File: src/hdl/assert_macros.svh
// Assertion macros shared by the looper RTL.
`ifndef ASSERT_MACROS_SVH
`define ASSERT_MACROS_SVH

// The consequent is checked in the same cycle as the antecedent.
`define ALS_ASSERT_IMP(label, clk, rst_n, ante, cons, msg) \
  label: assert property (@(posedge clk) disable iff (!rst_n) (ante) |-> (cons)) \
    else $error(msg);

// The consequent is checked in the cycle after the antecedent.
`define ALS_ASSERT_NXT(label, clk, rst_n, ante, cons, msg) \
  label: assert property (@(posedge clk) disable iff (!rst_n) (ante) |=> (cons)) \
    else $error(msg);

`endif

File: src/hdl/als_pkg.sv
// Package with the looper's field types, function codes and constants.
`default_nettype none

package als_pkg;

  localparam int unsigned ALS_STORE_DEPTH = 1048576;

  localparam int SAMPLE_W = 24;
  localparam int MIX_W    = 17;
  localparam int FUNC_W   = 2;

  localparam logic [MIX_W-1:0] MIX_UNITY = 17'h10000;

  typedef enum logic [FUNC_W-1:0] {
    FUNC_SAMPLE = 2'd0,
    FUNC_REC    = 2'd1,
    FUNC_CLEAR  = 2'd2,
    FUNC_PLAY   = 2'd3
  } func_t;

  typedef logic signed [SAMPLE_W-1:0] sample_t;
  typedef logic [MIX_W-1:0]           mix_t;

endpackage

`default_nettype wire

File: src/hdl/als_rem.sv
// Iterative restoring remainder unit, one quotient bit per cycle.
`default_nettype none

module als_rem #(
  parameter int unsigned LW = $clog2(als_pkg::ALS_STORE_DEPTH + 1)
) (
  input  logic          clk,
  input  logic          rst_n,
  input  logic          start,
  input  logic [LW-1:0] dividend,
  input  logic [LW-1:0] divisor,
  output logic          done,
  output logic [LW-1:0] rem
);

  localparam int CW = $clog2(LW);

  logic          busy_r;
  logic          done_r;
  logic [CW-1:0] cnt_r;
  logic [LW-1:0] dvd_r;
  logic [LW-1:0] dvs_r;
  logic [LW-1:0] rem_r;
  logic [LW:0]   shifted;
  logic [LW-1:0] rem_step;

  always_comb begin
    shifted = {rem_r, dvd_r[cnt_r]};
    if (shifted >= {1'b0, dvs_r}) begin
      rem_step = LW'(shifted - {1'b0, dvs_r});
    end else begin
      rem_step = shifted[LW-1:0];
    end
  end

  always_ff @(posedge clk) begin
    if (!rst_n) begin
      busy_r <= 1'b0;
      done_r <= 1'b0;
    end else begin
      done_r <= busy_r && (cnt_r == '0);
      if (start) begin
        busy_r <= 1'b1;
      end else if (busy_r && (cnt_r == '0)) begin
        busy_r <= 1'b0;
      end
    end
  end

  always_ff @(posedge clk) begin
    if (start) begin
      cnt_r <= CW'(LW - 1);
      rem_r <= '0;
      dvd_r <= dividend;
      dvs_r <= divisor;
    end else if (busy_r) begin
      rem_r <= rem_step;
      if (cnt_r != '0) begin
        cnt_r <= cnt_r - CW'(1);
      end
    end
  end

  // A zero divisor wraps to zero.
  assign rem  = (dvs_r == '0) ? '0 : rem_r;
  assign done = done_r;

endmodule

`default_nettype wire

File: config.mk
export PLATFORM = sky130hd
export DESIGN_NAME = als_rem
export DESIGN_NICKNAME = d
export VERILOG_FILES = /design/src/hdl/assert_macros.svh /design/src/hdl/als_pkg.sv /design/src/hdl/als_rem.sv
export SDC_FILE = /design/constraint.sdc
export NUM_CORES = 1
export LEC_CHECK = 0
export ABC_CLOCK_PERIOD_IN_PS = 4300
export BUFFER_PORTS_ARGS = -buffer_cell sky130_fd_sc_hd__buf_2
export CAP_MARGIN = 10
export CORE_ASPECT_RATIO = 0.7
export CORE_MARGIN = 3
export CORE_UTILIZATION = 36
export DETAILED_ROUTE_END_ITERATION = 6
export GPL_TIMING_DRIVEN = 0
export PLACE_DENSITY = 0.64
export SLEW_MARGIN = 5
export SYNTH_ARGS = -nofsm -noshare
export SYNTH_HDL_FRONTEND = slang
export SYNTH_SLANG_ARGS = --single-unit
File: constraint.sdc
create_clock -name clk -period 4.3 [get_ports clk]
set_clock_uncertainty 0.2 [all_clocks]
set_input_delay 0.86 -clock clk [delete_from_list [all_inputs] [get_ports clk]]
set_output_delay 0.86 -clock clk [all_outputs]
set_load 0.005 [all_outputs]
* Word level (Yosys, flattened, before mapping)
Cells that the tools add are included.
Storage, ports and cells: memories kept 0, memory bits (writable) 0, input bits 45, memory bits (read-only) 0, output and inout port bits 22, bits in latches 0, register bits after elaboration 70, logic and storage cells 22
Cells by class: multipliers 0, shifts and indexed selects 0, $lt $le $gt $ge 2, muxes and demuxes 6, bitwise logic cells 0, reduce and logical (&&, ||, !) cells 6, div/mod/pow operators 0, add/sub/neg operators 2, equality and inequality tests 0
Operators with widths (count):
- $mux 21 | 2
- $ge 22x21->1 | 1
- $logic_not 21->1 | 1
- $sub 21x21->21 | 1
- $lt 5x6->1 const B | 1
- $bmux 1 s5 | 1
- $logic_not 5->1 | 1
- $reduce_bool 5->1 | 1
- $sub 5x1->5 const B | 1
- $mux 1 | 3
- $reduce_and 2->1 | 1
- $reduce_bool 2->1 | 1
- $logic_and 1x1->1 | 1

* Logic depth before layout (Yosys ltp)
Gate-level depths: netlist of the first run.
depth after elaboration 4, gate-level depth with buffers 18, mapped depth without buffers 16

* Worst setup path before layout of the first run
No wires, ideal clock.
kind reg-to-reg, start point reg cnt_r[0], end point reg rem_r[2], arrival 4.085 ns, clock period less this slack 4.402 ns, slack -0.102 ns, data required time 3.983 ns, stages on the path, launching flop included 17, setup time 0.117 ns, buffers on the path 3, cells stage by stage dfxtp_1 -> clkbuf_1 -> mux4_2 -> mux4_2 -> mux2i_1 -> ha_1 -> inv_1 -> fa_1 -> a211oi_1 -> o211ai_1 -> a21boi_0 -> a211o_1 -> and2_1 -> buf_6 -> buf_8 -> o21ai_0 -> a22o_1
On the way: word-level cells in the longest chain between the ends 4, elaborated cells between the ends (all ways) 5, those cells by class 1 x add/sub; 1 x order compare; 3 x mux
RTL lines:
- from (decl) | RTL line als_rem.sv:20 | logic [CW-1:0] cnt_r;
- from (signal assigned) | RTL line als_rem.sv:52 | cnt_r <= CW'(LW - 1);
- from (signal assigned) | RTL line als_rem.sv:59 | cnt_r <= cnt_r - CW'(1);
- $bmux 1 s5 (*) | RTL line als_rem.sv:28 | shifted = {rem_r, dvd_r[cnt_r]};
- $mux 1 (implied by the code) (*) | RTL line als_rem.sv:28
- $sub 21x21->21 / $ge 22x21->1 (equally long branches) | RTL line als_rem.sv:30, als_rem.sv:29
- $mux 21 (*) | RTL line als_rem.sv:29 | if (shifted >= {1'b0, dvs_r}) begin
- to (signal assigned) | RTL line als_rem.sv:57 | rem_r <= rem_step;
- to (decl) | RTL line als_rem.sv:23 | logic [LW-1:0] rem_r;
Every way passes the cells marked *; elsewhere a longest branch is shown, timed or not. The select of a mux whose other input is x is not followed. A chain may end at the register's enable or synchronous reset.

* Final worst setup path of the first run
start point reg cnt_r[0], end point reg rem_r[8]
The elaborated chain is that of the path after synthesis.

==> reports/results.tsv, run 1 <==
metric	value	unit
final_core_util	46.6	%
hold_violations	0	
initial_core_util	37.5	%
cts.sink_count	70	
worst_setup_hold_path_clk_slew	60	ps
cp_max_fo	8	
outcome	complete, no violations	
die_w	131	um
synth_cell_types	53	
start_kind	flop	
min_period	4180	ps
drt_wl_total	10000	um
cp-endpoint	rem_r[8]$_SDFFE_PP0P_	
cts_buffers	9	
cts_tree	done	
r2r_end	rem_r[8]$_SDFFE_PP0P_	
setup_ws	123	ps
htree_levels	3	
p_per_area	415	nW/um2
route.detailed.drc	0	
grt_max_degree	44	
multi_input_area	1980	um2
p_leak	2.08	nW
dieArea	12300	um2
dr.pass1.iters	4	
overflow	0	
yosys_warnings	0	
ys_ff_latch	70	
syn_to_final_growth	24.5	%
clock.fmax	239	MHz
grt_pass1_vias	3101	
cp-end-kind	flop	
ant_nets	0	
drv_slew	0	
layout.cells.non_filler	617	
drv_cap	0	
worst_slew_pin_slew	960	ps
reg2reg_from	cnt_r[0]$_SDFFE_PP0P_	
io_pins	67	
worstPathArrival	4240	ps
drt-wirelength-per-cell	16.3	um
track_usage	16.9	%
hold_depth	2	
min_path_type	flop to flop	
antenna_found_initial	0	
drive_gt1_share	26.7	%
syn_area	3940	um2
clock_latency	340	ps
rrSetupSlack	120	ps
vias_per_cell	5.18	
ys_seq_area_share	46.3	%
syn_nets	444	
nets	532	
num_rows	31	
cts_buffer_depth	2	
setup_violations	0	
clock-root-buffer	clkbuf_16	
fp.coreArea	10500	um2
rsz0062_at_grt	yes	
fillCellCount	1032	
drtIter0Drc	267	
dpl.hpwl	7260	um
ctsHoldBuffers	0	
vias	3196	
grt_pass1_wl	15800	um
maxSlewHeadroom	36.0	%
critical_path_class	flop to flop	
async_reset_ff_share	0	%
finalWeightedCongestion	0.879	
synth-main-ff-cell	edfxtp_1	
dp_cells	590	
pre_cts_slack	-665	ps
critPathLaunch	cnt_r[0]$_SDFFE_PP0P_	
crit_required	4360	ps
ir_drop	0.172	mV
die_h	93.5	um
portBuffers	66	
diodes	0	
syn_avg_cell_area	10.5	um2
synth_edf_count	42	
fin_crit_sh	97.1	%
r2r_cells	16	
seq_area	1820	um2
syn_inst	376	
## worst max-delay path, stage by stage, from the launching register on
cell and delay [ps]:
dfxtp_2 330, buf_8 130, mux4_2 530, mux4_2 510
mux2i_4 200, ha_2 210, inv_1 50, fa_2 370
a211oi_2 240, o211ai_1 130, a21boi_2 270, a211o_1 220
and2_4 160, buf_8 130, clkbuf_16 150, a21oi_1 70
a211oi_2 210
## cell usage in the layout, fill, tap and decap left out, types with 5 or more instances in the layout
master	synthesis	layout
a211oi_1	19	16
a21o_1	11	11
a21oi_1	25	24
buf_2	0	66
buf_4	2	12
clkbuf_1	11	9
clkbuf_16	0	10
dfxtp_1	28	27
edfxtp_1	42	42
ha_1	22	21
inv_1	27	27
mux2i_1	12	11
mux4_2	5	5
nand2_1	14	14
nand3_1	7	7
nor2_1	28	28
nor2b_1	23	23
nor4_1	5	5
o21ai_0	18	17
xnor2_1	16	16
## cell type report
cell class	instances	share of cell area [%]
sequential	70	37.2
clock buffer	9	4.59
inverter	27	2.07
multi-input combinational	263	40.3
buffer	16	2.32
tap	148	3.78
clock inverter	7	0.995
timing repair buffer	77	8.78
## synth_stat cells (2+ instances only)
master     n  share of area, %
inv_1     27               2.6
ha_1      22               7.0
a21o_1    11               2.1
mux4_2     5               2.9
nor2b_1   23               3.7
buf_6      2              0.57
a21oi_1   25               3.2
o21ai_0   18               2.3
mux2i_1   12               3.0
clkbuf_1  11               1.0
nor2_1    28               2.7
or4_1      2              0.38
nor4b_1    2              0.44
nor4_1     5              0.79
o21bai_1   3              0.57
edfxtp_1  42                32
nand3_1    7              0.89
dfxtp_1   28                14
nor3_1     3              0.38
xor2_1     3              0.67
and2_1     2              0.32
a211o_1    2              0.44
nand4_1    4              0.64
a211oi_1  19               3.6
a21boi_0   2              0.38
buf_4      2              0.38
and3_4     2              0.57
nand3b_1   3              0.57
nand2_1   14               1.3
xnor2_1   16               3.6
a31oi_1    4              0.64
o211ai_1   2              0.38
o21a_1     4              0.76
a221oi_1   2              0.44
## repair_timing
| action | CTS | global route |
|---|---|---|
| endpoints found under the setup margin | 21 | 16 |
| setup buffers | 1 | 9 |
| gates resized for setup | 10 | 12 |
| gates cloned | 0 | 1 |
| pin swaps | 3 | 10 |
## worst min path at each step
stage                                      start                     end  slack [ps]
after floorplan           rem_r[16]$_SDFFE_PP0P_  rem_r[16]$_SDFFE_PP0P_         250
after detailed placement  rem_r[16]$_SDFFE_PP0P_  rem_r[16]$_SDFFE_PP0P_         280
final                     rem_r[16]$_SDFFE_PP0P_  rem_r[16]$_SDFFE_PP0P_         290
after global routing      rem_r[16]$_SDFFE_PP0P_  rem_r[16]$_SDFFE_PP0P_         300
after global placement    rem_r[16]$_SDFFE_PP0P_  rem_r[16]$_SDFFE_PP0P_         290
after CTS                 rem_r[16]$_SDFFE_PP0P_  rem_r[16]$_SDFFE_PP0P_         290
## state kept, by name (all words and copies together), names as in the netlist
name / count
rem_r: 21
busy_r: 1
done: 1
cnt_r: 5
dvs_r: 21
dvd_r: 21
## through the flow
| step | setup TNS, ps | hold WS, ps | cell area [um2] | total power, mW |
|---|---|---|---|---|
| 2_1_floorplan | 0 | 252 | 3940 | 1.16 |
| 3_3_place_gp | -10200 | 285 | 4460 | 1.28 |
| 3_5_place_dp | -11530 | 279 | 4460 | 1.30 |
| 4_1_cts | 0 | 287 | 4780 | 2.00 |
| 5_1_grt | -0.609 | 304 | 4900 | 2.14 |
| 6_report | 0 | 288 | 4900 | 2.03 |
## per-layer routing
| metal | global-route usage (%) | vias up | wire, um |
|---|---|---|---|
| li1 | - | 1569 | - |
| met1 | 24.7 | 1487 | 4890 |
| met2 | 24.0 | 121 | 4150 |
| met3 | 4.91 | 19 | 823 |
| met4 | 4.97 | 0 | 160 |
| met5 | 0 | - | 0 |
## where the power goes
| group | internal, mW | leakage, nW | switching, mW | total, mW |
|---|---|---|---|---|
| clock network | 0.391 | 0.126 | 0.295 | 0.686 |
| logic | 0.257 | 1.31 | 0.279 | 0.535 |
| registers | 0.771 | 0.642 | 0.0410 | 0.812 |
## cells by family (layout without fill, tap and decap cells)
family                   after synthesis  in the layout  share of synthesized area (%)
AO/OA/AOI/OAI                        100            100                           16.6
XOR/XNOR                              19             19                           4.22
AND/OR/NAND/NOR                      104            104                           14.6
multiplexers                          17             17                           5.91
adder cells (fa/ha/maj)               23             23                           7.50
buffers and inverters                 43            136                           4.96
flip-flops                            70             70                           46.3
Note: power is estimated with default switching activity, not from simulation.
==> run 2, diff against run 1 <==
==> constraint.sdc (replaced) <==
create_clock -name clk -period 4.3 [get_ports clk]
set_clock_uncertainty 0.2 [all_clocks]
set_input_delay 0 -clock clk [delete_from_list [all_inputs] [get_ports clk]]
set_output_delay 0 -clock clk [all_outputs]
set_load 0.005 [all_outputs]
==> reports/results.tsv, run 2 (same netlist as run 1, synthesis figures left out) <==
metric	value	unit
outcome	complete, no violations	
worst_setup_hold_path_clk_slew	60	ps
antenna_found_initial	0	
num_rows	31	
finalWeightedCongestion	0.879	
drt-wirelength-per-cell	15.8	um
final_common_cell	buf_2	
drv_slew	0	
min_path_type	input pin to flop	
drive_gt1_share	24.4	%
rsz0062_at_grt	yes	
drtIter0Drc	285	
dp_cells	590	
vias_per_cell	5.09	
dr.pass1.iters	5	
wl_met1	4960	um
largestRegisters	dvd_r x21, dvs_r x21, rem_r x21	
htree_levels	3	
route.met3.wl	841	um
setup_violations	0	
worst_slew_pin_slew	973	ps
setup_ws	125	ps
fin_crit_sh	97.1	%
io_pins	67	
p_per_area	387	nW/um2
overflow	0	
track_usage	17.8	%
grt_max_degree	44	
grt_pass1_vias	3335	
placed_area	4460	um2
crit_required	4330	ps
clock.fmax	240	MHz
portBuffers	66	
hold_violations	0	
fin_area	5330	um2
maxSlewHeadroom	35.2	%
vias	3357	
die_h	93.5	um
finalSetupTns	0	ps
fp.coreArea	10500	um2
diodes	0	
top_layer	met4	
syn_to_final_growth	35.4	%
drt_wl_total	10400	um
dpl.hpwl	7260	um
dieArea	12300	um2
drv_cap	0	
nets	575	
route.detailed.drc	0	
worstPathArrival	4210	ps
die_w	131	um
critical_path_class	flop to flop	
clock_latency	340	ps
pre_cts_slack	-665	ps
cts_buffer_depth	2	
ant_nets	0	
ir_drop	0.169	mV
cts_tree	done	
p_leak	2.26	nW
cts.sink_count	70	
start_kind	flop	
cp_max_fo	8	
cp-end-kind	flop	
initial_core_util	37.5	%
grt_pass1_wl	16700	um
timing.hold.ws	167	ps
cts_buffers	9	
met2WireLength	4480	um
mostFrequentLayoutCells	buf_2, dlygate4sd3_1, edfxtp_1	
clock-root-buffer	clkbuf_16	
min_period	4170	ps
layout.cells.non_filler	660	
==> run 2: critical path, cell delays in order (launching register included) <==
cell	delay, ps
dfxtp_2	330
buf_8	130
mux4_2	530
mux4_2	510
mux2i_4	190
ha_2	210
inv_1	50
fa_2	370
a211oi_2	240
o211ai_1	130
a21boi_2	270
a211o_1	220
and2_4	160
buf_8	130
buf_8	130
o21ai_1	80
a22o_1	200
==> run 2: what timing repair did <==
| action | 4_1_cts | 5_1_grt |
|---|---|---|
| hold endpoints to repair | 44 | 0 |
| hold buffers | 43 | 0 |
| gates resized for setup | 10 | 12 |
| gates cloned | 0 | 1 |
| buffers inserted | 1 | 9 |
| endpoints found under the setup margin | 21 | 16 |
| pin swaps | 3 | 10 |
==> run 2: path summary, 6_finish.rpt <==
| check | from | to | slack (ps) | cells after the start |
|---|---|---|---|---|
| worst max-delay path | cnt_r[0]$_SDFFE_PP0P_ | rem_r[2]$_SDFFE_PP0P_ | 130 | 16 |
| worst min-delay path | dividend[19] | dvd_r[19]$_DFFE_PP_ | 170 | 2 |
| worst max register to register | cnt_r[0]$_SDFFE_PP0P_ | rem_r[2]$_SDFFE_PP0P_ | 130 | 16 |
| worst min register to register | rem_r[16]$_SDFFE_PP0P_ | rem_r[16]$_SDFFE_PP0P_ | 290 | 2 |
==> run 2: metrics by stage <==
stage	power [mW]	utilization (%)
final	2.06	50.7
after global routing	2.17	50.7
after global placement	1.28	42.4
after CTS	2.03	49.5
after detailed placement	1.30	42.4
after floorplan	1.16	-
==> run 2: final cells by class <==
class	instances	area, um2
fill	1006	5180
clock buffer	9	225
timing repair buffer	120	861
clock inverter	7	48.8
tap	148	185
inverter	27	101
multi-input combinational	263	1980
sequential	70	1820
buffer	16	114
==> run 2: routing by layer <==
layer / vias up / GRT usage [%]
met5: - / 0
met1: 1555 / 25.1
met4: 0 / 4.97
met2: 130 / 26.7
li1: 1653 / -
met3: 19 / 4.85
==> run 2: report_power, final <==
| group | leakage (nW) | switching, mW | internal, mW |
|---|---|---|---|
| sequential | 0.642 | 0.0414 | 0.771 |
| clock | 0.126 | 0.294 | 0.391 |
| combinational | 1.49 | 0.285 | 0.282 |
| total | 2.26 | 0.620 | 1.44 |
